==> src/hw/rtl/cdds_pkg.sv <==
package cdds_pkg;

  localparam int OFFSET_BITS = 16;
  localparam int DAY_W       = 5;
  localparam int MONTH_W     = 4;
  localparam int YEAR_W      = 14;

  localparam logic [YEAR_W-1:0]  MAX_YEAR   = 14'd9999;
  localparam logic [YEAR_W-1:0]  FLOOR_YEAR = 14'd1900;
  localparam logic [MONTH_W-1:0] MONTH_JAN  = 4'd1;
  localparam logic [MONTH_W-1:0] MONTH_FEB  = 4'd2;
  localparam logic [MONTH_W-1:0] MONTH_DEC  = 4'd12;
  localparam logic [DAY_W-1:0]   DAY_FIRST  = 5'd1;
  localparam logic [DAY_W-1:0]   DAY_LAST   = 5'd31;

  // Year mod 100 and the century mod 4 are carried alongside the year.
  localparam logic [6:0] CENT_LAST  = 7'd99;
  // The floor year 1900 is century 19, which is 3 mod 4.
  localparam logic [1:0] FLOOR_C4   = 2'd3;

  // floor(y / 100) == (y * 5243) >> 19 for every 14-bit y.
  localparam logic [12:0] RECIP100  = 13'd5243;
  localparam int          RECIP_SH  = 19;

  typedef struct packed {
    logic capture;
    logic load_apply;
    logic step_en;
    logic out_load;
  } cdds_cmd_t;

  typedef struct packed {
    logic cnt_zero;
    logic at_limit;
  } cdds_sts_t;

  function automatic logic [DAY_W-1:0] month_len(input logic [MONTH_W-1:0] m,
                                                 input logic leap);
    logic [DAY_W-1:0] n;
    case (m)
      MONTH_FEB:                  n = leap ? 5'd29 : 5'd28;
      4'd4, 4'd6, 4'd9, 4'd11:    n = 5'd30;
      default:                    n = 5'd31;
    endcase
    return n;
  endfunction

endpackage

==> src/hw/rtl/calendar_date_day_stepper_core.sv <==
// Holds one Gregorian date (reset 1/1/1900). A load transaction (mode 0) sets
// the date from day, month and year, falling back to 1/1/1900 for an invalid
// date; an add transaction (mode 1) moves the date by a signed day count,
// pinning at 1/1/1900 going back and saturating at 31/12/9999 going forward,
// with limit_hit set when that happens. Each transaction returns the date that
// results. The date advances one day per clock through a single step unit, so
// an add runs for |offset| steps (fewer when a limit ends it early), and a
// load applies the captured date directly. Inputs are taken one at a
// time; a new transaction is accepted while the previous result waits.
module calendar_date_day_stepper_core (
  input  logic                                    clk,
  input  logic                                    rst_n,
  input  logic                                    in_valid,
  output logic                                    in_stall,
  input  logic                                    in_mode,
  input  logic [cdds_pkg::DAY_W-1:0]              in_load_day,
  input  logic [cdds_pkg::MONTH_W-1:0]            in_load_month,
  input  logic [cdds_pkg::YEAR_W-1:0]             in_load_year,
  input  logic signed [cdds_pkg::OFFSET_BITS-1:0] in_day_offset,
  output logic                                    out_valid,
  input  logic                                    out_stall,
  output logic [cdds_pkg::DAY_W-1:0]              out_day_out,
  output logic [cdds_pkg::MONTH_W-1:0]            out_month_out,
  output logic [cdds_pkg::YEAR_W-1:0]             out_year_out,
  output logic                                    out_limit_hit
);
  import cdds_pkg::*;

  cdds_cmd_t cmd;
  cdds_sts_t sts;

  cdds_ctrl u_ctrl (
    .clk       (clk),
    .rst_n     (rst_n),
    .in_valid  (in_valid),
    .in_mode   (in_mode),
    .in_stall  (in_stall),
    .out_valid (out_valid),
    .out_stall (out_stall),
    .sts       (sts),
    .cmd       (cmd)
  );

  cdds_datapath u_datapath (
    .clk           (clk),
    .rst_n         (rst_n),
    .cmd           (cmd),
    .sts           (sts),
    .in_mode       (in_mode),
    .in_load_day   (in_load_day),
    .in_load_month (in_load_month),
    .in_load_year  (in_load_year),
    .in_day_offset (in_day_offset),
    .out_day_out   (out_day_out),
    .out_month_out (out_month_out),
    .out_year_out  (out_year_out),
    .out_limit_hit (out_limit_hit)
  );

endmodule

==> src/hw/rtl/cdds_ctrl.sv <==
module cdds_ctrl (
  input  logic              clk,
  input  logic              rst_n,
  input  logic              in_valid,
  input  logic              in_mode,
  output logic              in_stall,
  output logic              out_valid,
  input  logic              out_stall,
  input  cdds_pkg::cdds_sts_t sts,
  output cdds_pkg::cdds_cmd_t cmd
);
  import cdds_pkg::*;

  typedef enum logic [3:0] {
    ST_IDLE = 4'b0001,
    ST_LOAD = 4'b0010,
    ST_STEP = 4'b0100,
    ST_DONE = 4'b1000
  } state_t;

  state_t state_r, state_nxt;
  logic   out_valid_r, out_valid_nxt;

  assign in_stall  = (state_r != ST_IDLE);
  assign out_valid = out_valid_r;

  always_comb begin
    state_nxt     = state_r;
    out_valid_nxt = out_valid_r & out_stall;
    cmd           = '0;
    unique case (state_r)
      ST_IDLE: begin
        if (in_valid) begin
          cmd.capture = 1'b1;
          state_nxt   = in_mode ? ST_STEP : ST_LOAD;
        end
      end
      ST_LOAD: begin
        cmd.load_apply = 1'b1;
        state_nxt      = ST_DONE;
      end
      ST_STEP: begin
        if (sts.cnt_zero) begin
          state_nxt = ST_DONE;
        end else begin
          cmd.step_en = 1'b1;
          if (sts.at_limit) begin
            state_nxt = ST_DONE;
          end
        end
      end
      ST_DONE: begin
        // The result register may still hold the previous transaction.
        if (!out_valid_r || !out_stall) begin
          cmd.out_load  = 1'b1;
          out_valid_nxt = 1'b1;
          state_nxt     = ST_IDLE;
        end
      end
      default: begin
        state_nxt = ST_IDLE;
      end
    endcase
  end

  always_ff @(posedge clk) begin
    if (!rst_n) begin
      state_r     <= ST_IDLE;
      out_valid_r <= 1'b0;
    end else begin
      state_r     <= state_nxt;
      out_valid_r <= out_valid_nxt;
    end
  end

endmodule

==> src/hw/rtl/cdds_datapath.sv <==
module cdds_datapath (
  input  logic                                 clk,
  input  logic                                 rst_n,
  input  cdds_pkg::cdds_cmd_t                  cmd,
  output cdds_pkg::cdds_sts_t                  sts,
  input  logic                                 in_mode,
  input  logic [cdds_pkg::DAY_W-1:0]           in_load_day,
  input  logic [cdds_pkg::MONTH_W-1:0]         in_load_month,
  input  logic [cdds_pkg::YEAR_W-1:0]          in_load_year,
  input  logic signed [cdds_pkg::OFFSET_BITS-1:0] in_day_offset,
  output logic [cdds_pkg::DAY_W-1:0]           out_day_out,
  output logic [cdds_pkg::MONTH_W-1:0]         out_month_out,
  output logic [cdds_pkg::YEAR_W-1:0]          out_year_out,
  output logic                                 out_limit_hit
);
  import cdds_pkg::*;

  // Captured transaction.
  logic [DAY_W-1:0]       ld_day_r;
  logic [MONTH_W-1:0]     ld_month_r;
  logic [YEAR_W-1:0]      ld_year_r;
  logic [7:0]             ld_q_r;
  logic                   neg_r;
  logic [OFFSET_BITS-1:0] cnt_r;
  logic                   limit_r;

  // Current date with year mod 100 and century mod 4.
  logic [DAY_W-1:0]   day_r, day_nxt;
  logic [MONTH_W-1:0] month_r, month_nxt;
  logic [YEAR_W-1:0]  year_r, year_nxt;
  logic [6:0]         r100_r, r100_nxt;
  logic [1:0]         c4_r, c4_nxt;

  logic [26:0]            prod;
  logic [YEAR_W-1:0]      rem_full;
  logic [6:0]             ld_r100;
  logic                   ld_leap;
  logic                   ld_ok;
  logic [OFFSET_BITS-1:0] mag;
  logic                   leap_cur;
  logic [DAY_W-1:0]       len_cur;
  logic [DAY_W-1:0]       len_prev;
  logic                   at_ceiling;
  logic                   at_floor;

  assign prod = 27'(in_load_year) * 27'(RECIP100);
  // Two's complement negate; the most negative offset reads as its magnitude.
  assign mag  = in_day_offset[OFFSET_BITS-1] ? (~in_day_offset + 1'b1) : in_day_offset;

  assign rem_full = ld_year_r - (YEAR_W'(ld_q_r) * 14'd100);
  assign ld_r100  = rem_full[6:0];
  assign ld_leap  = (ld_year_r[1:0] == 2'd0) && ((ld_r100 != 7'd0) || (ld_q_r[1:0] == 2'd0));
  assign ld_ok    = (ld_day_r != '0) && (ld_month_r != '0) && (ld_year_r != '0) &&
                    (ld_month_r <= MONTH_DEC) && (ld_year_r <= MAX_YEAR) &&
                    (ld_day_r <= month_len(ld_month_r, ld_leap));

  assign leap_cur   = (year_r[1:0] == 2'd0) && ((r100_r != 7'd0) || (c4_r == 2'd0));
  assign len_cur    = month_len(month_r, leap_cur);
  assign len_prev   = month_len(month_r - 1'b1, leap_cur);
  assign at_ceiling = (year_r >= MAX_YEAR) && (month_r >= MONTH_DEC) && (day_r >= DAY_LAST);
  assign at_floor   = (day_r <= DAY_FIRST) && (month_r <= MONTH_JAN) && (year_r <= FLOOR_YEAR);

  assign sts.cnt_zero = (cnt_r == '0);
  assign sts.at_limit = neg_r ? at_floor : at_ceiling;

  always_comb begin
    day_nxt   = day_r;
    month_nxt = month_r;
    year_nxt  = year_r;
    r100_nxt  = r100_r;
    c4_nxt    = c4_r;
    if (cmd.load_apply) begin
      if (ld_ok) begin
        day_nxt   = ld_day_r;
        month_nxt = ld_month_r;
        year_nxt  = ld_year_r;
        r100_nxt  = ld_r100;
        c4_nxt    = ld_q_r[1:0];
      end else begin
        day_nxt   = DAY_FIRST;
        month_nxt = MONTH_JAN;
        year_nxt  = FLOOR_YEAR;
        r100_nxt  = '0;
        c4_nxt    = FLOOR_C4;
      end
    end else if (cmd.step_en) begin
      if (!neg_r) begin
        if (!at_ceiling) begin
          if (day_r >= len_cur) begin
            day_nxt = DAY_FIRST;
            if (month_r >= MONTH_DEC) begin
              month_nxt = MONTH_JAN;
              year_nxt  = year_r + 1'b1;
              if (r100_r == CENT_LAST) begin
                r100_nxt = '0;
                c4_nxt   = c4_r + 1'b1;
              end else begin
                r100_nxt = r100_r + 1'b1;
              end
            end else begin
              month_nxt = month_r + 1'b1;
            end
          end else begin
            day_nxt = day_r + 1'b1;
          end
        end
      end else begin
        if (day_r > DAY_FIRST) begin
          day_nxt = day_r - 1'b1;
        end else if (month_r > MONTH_JAN) begin
          month_nxt = month_r - 1'b1;
          day_nxt   = len_prev;
        end else if (year_r <= FLOOR_YEAR) begin
          // Pinned at the floor date for the rest of the transaction.
          day_nxt   = DAY_FIRST;
          month_nxt = MONTH_JAN;
          year_nxt  = FLOOR_YEAR;
          r100_nxt  = '0;
          c4_nxt    = FLOOR_C4;
        end else begin
          day_nxt   = DAY_LAST;
          month_nxt = MONTH_DEC;
          year_nxt  = year_r - 1'b1;
          if (r100_r == 7'd0) begin
            r100_nxt = CENT_LAST;
            c4_nxt   = c4_r - 1'b1;
          end else begin
            r100_nxt = r100_r - 1'b1;
          end
        end
      end
    end
  end

  always_ff @(posedge clk) begin
    if (!rst_n) begin
      day_r   <= DAY_FIRST;
      month_r <= MONTH_JAN;
      year_r  <= FLOOR_YEAR;
      r100_r  <= '0;
      c4_r    <= FLOOR_C4;
      limit_r <= 1'b0;
    end else begin
      day_r   <= day_nxt;
      month_r <= month_nxt;
      year_r  <= year_nxt;
      r100_r  <= r100_nxt;
      c4_r    <= c4_nxt;
      if (cmd.capture) begin
        limit_r <= 1'b0;
      end else if (cmd.step_en && sts.at_limit) begin
        limit_r <= 1'b1;
      end
    end
  end

  always_ff @(posedge clk) begin
    if (cmd.capture) begin
      ld_day_r   <= in_load_day;
      ld_month_r <= in_load_month;
      ld_year_r  <= in_load_year;
      ld_q_r     <= prod[RECIP_SH +: 8];
      neg_r      <= in_mode & in_day_offset[OFFSET_BITS-1];
      cnt_r      <= in_mode ? mag : '0;
    end else if (cmd.step_en) begin
      cnt_r <= cnt_r - 1'b1;
    end
    if (cmd.out_load) begin
      out_day_out   <= day_r;
      out_month_out <= month_r;
      out_year_out  <= year_r;
      out_limit_hit <= limit_r;
    end
  end

endmodule
==> config.mk <==
export PLATFORM = sky130hd
export DESIGN_NAME = calendar_date_day_stepper_core
export DESIGN_NICKNAME = d
export VERILOG_FILES = /design/src/hw/rtl/cdds_pkg.sv /design/src/hw/rtl/calendar_date_day_stepper_core.sv /design/src/hw/rtl/cdds_ctrl.sv /design/src/hw/rtl/cdds_datapath.sv
export SDC_FILE = /design/constraint.sdc
export NUM_CORES = 1
export LEC_CHECK = 0
export BUFFER_PORTS_ARGS = -buffer_cell sky130_fd_sc_hd__buf_2
export CORE_UTILIZATION = 63
export DETAILED_ROUTE_END_ITERATION = 10
export PLACE_DENSITY_LB_ADDON = 0.2
export SLEW_MARGIN = 30
export SYNTH_ARGS = -nofsm -noshare
export SYNTH_HDL_FRONTEND = slang
export SYNTH_SLANG_ARGS = --single-unit
==> constraint.sdc <==
create_clock -name clk -period 4.8 [get_ports clk]
set_input_delay 0.24 -clock clk [delete_from_list [all_inputs] [get_ports clk]]
set_output_delay 0.24 -clock clk [all_outputs]
set_load 0.02 [all_outputs]
**After elaboration in Yosys (flattened, before gate mapping)**

Cells that the tools add are included.

- Output and inout port bits: 26
- Word-level logic and storage cells: 197
- Bits in registers: 110
- Input bits: 44

- Bitwise gates (word level): 4
- Multiply operators: 2
- Multiplexer cells: 78
- Add/subtract/negate cells: 13
- Equal/unequal tests: 28
- Magnitude comparators: 12
- Reduce and logical (&&, ||, !) cells: 42

Operators with widths:

| operator | number |
|---|---|
| $mux W14 | 10 |
| $mux W7 | 12 |
| $mux W16 | 4 |
| $mux W4 | 14 |
| $mux W5 | 9 |
| $pmux W5 S2 | 3 |
| $eq A4 B3 Y1 const B | 7 |
| $eq A4 B4 Y1 const B | 7 |
| $mul A14 B13 Y27 const B | 1 |
| $mux W2 | 12 |
| $add A16 B1 Y16 const B | 1 |
| $eq A4 B2 Y1 const B | 4 |
| $logic_not A16 Y1 | 1 |
| $not A16 Y16 | 1 |
| $pmux W4 S4 | 1 |
| $sub A16 B1 Y16 const B | 1 |
| $add A14 B1 Y14 const B | 1 |
| $ge A14 B14 Y1 const B | 1 |
| $le A14 B11 Y1 const B | 1 |
| $le A14 B14 Y1 const B | 1 |
| $reduce_bool A14 Y1 | 1 |
| $reduce_bool A7 Y1 | 2 |
| $sub A14 B1 Y14 const B | 1 |
| $logic_and A1 B1 Y1 | 12 |
| other kinds (46) | 71 |

**Longest topological paths before layout**

- Depth in word-level cells: 11
- Mapped depth: 17
- Gate-level depth less buffers: 16

**Hierarchy**

A second synthesis with hierarchy kept.

- Cell total of the unflattened synthesis: 1000
- Area, all modules: 9605.5 µm²

By module, submodules not included:

| module | area each (µm²) | times used | seq. area each (µm²) | cells each |
|---|---|---|---|---|
| cdds_datapath | 9331.4 | 1 | 2732.6 | 972 |
| cdds_ctrl | 274.0 | 1 | 100.1 | 28 |

**Least setup slack after synthesis**

OpenSTA, ideal clock, no wires.

- Path type: input-to-reg
- From: in in_load_year[5] in the netlist's numbering
- To: reg u_datapath.ld_q_r[0] (data pin)
- Path slack: 0.426 ns
- Arrival: 4.239 ns
- Buffers on the path: 0
- Library setup time: 0.135 ns
- Stages: 16
- Required time: 4.665 ns
- Cell sequence: inv_1 -> fa_1 -> inv_1 -> ha_1 -> fa_1 -> inv_1 -> fa_1 -> fa_1 -> inv_1 -> ha_1 -> a22oi_1 -> o211ai_1 -> o2111ai_1 -> a21boi_0 -> or4b_2 -> nand3_1

- Cells in the longest elaborated chain, start to end: 1

Ends and longest elaborated chain:

| item | line | source |
|---|---|---|
| start, declared | calendar_date_day_stepper_core.sv:18 | `input logic [cdds_pkg::YEAR_W-1:0] in_load_year,` |
| $mul A14 B13 Y27 | cdds_datapath.sv:46 | `assign prod = 27'(in_load_year) * 27'(RECIP100);` |
| via u_datapath.prod[19] | cdds_datapath.sv:34 | `logic [26:0] prod;` |
| end signal, assigned | cdds_datapath.sv:162 | `ld_q_r <= prod[RECIP_SH +: 8];` |
| end, declared | cdds_datapath.sv:22 | `logic [7:0] ld_q_r;` |

The timed path passes the listed nets, and every way through them passes these cells.
A chain may end at the register's enable or synchronous reset.

**Worst setup path in the final report**

- From: in in_load_year[10] in the netlist's numbering
- To: reg u_datapath.ld_q_r[0] (data pin)

The elaborated chain is that of the path after synthesis.

==> flow_metrics.py <==
metrics = {
    "run_status": {
        "run_status": "completed",
    },
    "drt": {
        "num_vias": 8040,
        "starting_drt_drc_count": 784,
        "wire_per_inst_um": 18.2,
        "detailedRoute.firstPassIterationCount": 8,
        "wirelength_mm": 23.6,
        "antenna_violating_nets_post_route": 0,
        "drt_drc_violations_left": 0,
        "avgViaCountPerCell": 6.20,
    },
    "sta": {
        "worst-slew-pin-transition_ps": 804,
        "fmax_mhz": 229,
        "grt_setup_unrepaired": "false",
        "skew_ps": 9.11,
        "slew_violations": 0,
        "finalSetupViolations": 0,
        "relSlewSlack_pct": 46.4,
        "timing.final.crit_period_ps": 4380,
        "tns_ps": 0,
        "fraction_of_the_cycle_the_final_worst_path_needs_pct": 91.2,
        "final_hold_viol_count": 0,
    },
    "setup_path": {
        "worst-endpoint-arrival_ps": 4610,
        "ff2ff_setup_slack_ps": 600,
        "critical_path.startpoint": "in_load_year[10]",
        "worst-endpoint-required_ps": 5030,
        "crit_path_max_fanout": 6,
        "end_kind": "flip-flop",
        "reg2reg_from": "u_datapath.ld_year_r[2]",
        "ff2ff_path_depth": 16,
        "timing_worst_setup_path_type": "in2reg",
        "timing.critical_path.from_type": "input pin",
        "r2r-end": "u_datapath.year_r[6]",
    },
    "die": {
        "die_w_um": 128,
        "core_area_mm2": 0.0153,
        "floorplan_row_count": 45,
        "ios": 70,
        "start_util_pct": 65.1,
        "die_area_mm2": 0.0163,
        "dieHeight_um": 128,
    },
    "logic_synthesis": {
        "synth_flop_cell": "edfxtp_1",
        "synthesis.area_mm2": 0.00997,
        "ys_ff_latch": 107,
        "post_synth_num_cell_types": 92,
        "netlist_top_cells_area": "edfxtp_1, ha_1, fa_1",
        "post_synthesis_mean_instance_area_um2": 9.72,
        "post-synth-top-area-cell": "edfxtp_1",
        "netlist_instances": 1026,
        "mappedNetlistNets": 1247,
        "synth_top_area_share_pct": 20.8,
        "yosys_synthesis_warning_count": 0,
        "synth-edff-count": 69,
        "async_flop_share_pct": 0,
        "yosysSeqAreaShare_pct": 28.4,
    },
    "placed_design": {
        "buffer_ports.inserted": 69,
        "finalWeightedCongestion": 0.943,
        "placedInstanceArea_mm2": 0.0105,
        "dp_hpwl_mm": 17.9,
    },
    "global_route": {
        "grt_antenna_before_repair": 0,
        "grt.total_usage_pct": 30.6,
        "total_grt_overflow": 0,
        "first_global_vias": 7779,
        "grt_start_max_net_pins": 33,
        "grt_pass1_wl_mm": 39.0,
    },
    "flow_run": {
        "drv.max_cap_violation_count": 0,
    },
    "clocking": {
        "holdBufCountCts": 0,
        "clk_root_buffer_cell": "clkbuf_16",
        "clock-sinks": 107,
        "clock_path_buffers": 2,
        "postCtsResizedCells": 0,
        "post-cts-setup-buffers": 0,
        "worst_setup_hold_path_clk_slew_ps": 80,
        "clkLatencyLatePin_ps": 360,
        "htree_num_levels": 3,
        "tritoncts": "done",
        "number_of_buffers_created_by_cts": 9,
    },
    "power": {
        "powerDensity_mw_per_mm2": 378,
        "total_power_uw": 4070,
        "max-vdd-ir-drop_mv": 0.230,
        "power_leakage_uw": 0.00467,
    },
    "layout": {
        "fin_area_mm2": 0.0108,
        "diodes": 0,
        "area_delta_synth_final_pct": 8.13,
        "layout-drive-gt1-share_pct": 12.2,
        "most_frequent_standard_cell_in_the_layout_excluding_fill_and_tap_cells": "inv_1",
        "layout.nets": 1302,
        "fin_util_pct": 70.4,
        "most-common-layout-cells": "inv_1, ha_1, buf_2, edfxtp_1",
    },
    "worst_hold_path": {
        "min_path_cells": 1,
        "timing.hold.worst.start": "in_load_month[0]",
        "min_path_type": "in2reg",
        "timing.hold.worst_endpoint": "u_datapath.ld_month_r[0]",
    },
}
## routing by layer
layer | vias up | routed length, µm | global-route usage (%) | part of all wire, %
met3 | 53 | 1290 | 2.96 | 5.5
met5 | - | 0 | 0 | 0
met2 | 345 | 11200 | 50.3 | 47
li1 | 3815 | - | - | -
met1 | 3827 | 10400 | 41.8 | 44
met4 | 0 | 646 | 12.2 | 2.7
## Yosys cell counts (8+ instances only)
cell type	number
dfxtp_1	38
edfxtp_1	69
fa_1	63
nor4_1	12
nor3_1	25
o21ai_0	34
nand3_1	18
and3_1	11
nand2_1	63
a21oi_1	45
mux2i_1	8
o22ai_1	22
clkbuf_1	23
o211ai_1	15
ha_1	114
nand4_1	12
nor2b_1	8
a31oi_1	18
inv_1	134
xor2_1	24
nor2_1	62
xnor2_1	30
## flip-flops by register name (all words and copies together), names as in the netlist, 7 cells and up
| signal | count |
|---|---|
| u_datapath.cnt_r | 16 |
| u_datapath.ld_year_r | 14 |
| u_datapath.out_year_out | 14 |
| u_datapath.year_r | 14 |
| u_datapath.r100_r | 7 |
## critical path, cell delays in order
cell and delay [ps]:
buf_2 160, ha_1 330, fa_1 500, fa_1 510
inv_1 50, fa_1 460, fa_1 540, inv_1 40
ha_1 300, a22oi_1 170, o211ai_1 170, o2111ai_1 290
a21boi_0 140, or4b_2 620, nand3_1 100
## where the power goes
group / internal [µW] / switching, µW
clock network: 464 / 367
registers: 1090 / 77.7
logic: 887 / 1190
total: 2440 / 1630
## layout make-up
| cell class | instances | area (µm²) |
|---|---|---|
| Multi-Input combinational cell | 741 | 6390 |
| Fill cell | 1219 | 4530 |
| Sequential cell | 107 | 2830 |
| Inverter | 138 | 518 |
| Timing Repair Buffer | 84 | 458 |
| Tap cell | 211 | 264 |
| Clock buffer | 9 | 225 |
| Clock inverter | 7 | 98.8 |
## worst max path at each step
stage | end | slack [ps] | cells past startpoint
after global routing | u_datapath.ld_q_r[0] | 240 | 15
after floorplan | u_datapath.ld_q_r[0] | 430 | 16
after global placement | u_datapath.ld_q_r[0] | 110 | 15
after detailed placement | u_datapath.ld_q_r[0] | 60 | 15
after CTS | u_datapath.ld_q_r[0] | 420 | 15
final | u_datapath.ld_q_r[0] | 420 | 15
## logic make-up (layout without fill, tap and decap cells)
logic type      Yosys count  after routing  share of synthesized area [%]
buf+inv                 178            238                           7.59
simple gates            262            262                           14.0
fa+ha+maj               177            177                           26.9
compound gates          239            239                           17.4
mux                       9              9                          0.916
flops                   107            107                           28.4
xor+xnor                 54             54                           4.74
## metrics by stage
| step | worst slack, ps | hold WS [ps] | cells |
|---|---|---|---|
| after CTS | 420 | 46.9 | 1297 |
| after floorplan | 426 | 319 | 1026 |
| after global routing | 235 | 47.2 | 1297 |
| after global placement | 110 | 417 | 1281 |
| final | 424 | 48.8 | 1297 |
| after detailed placement | 64.5 | 419 | 1281 |
Power figures use the tool's default switching activity.
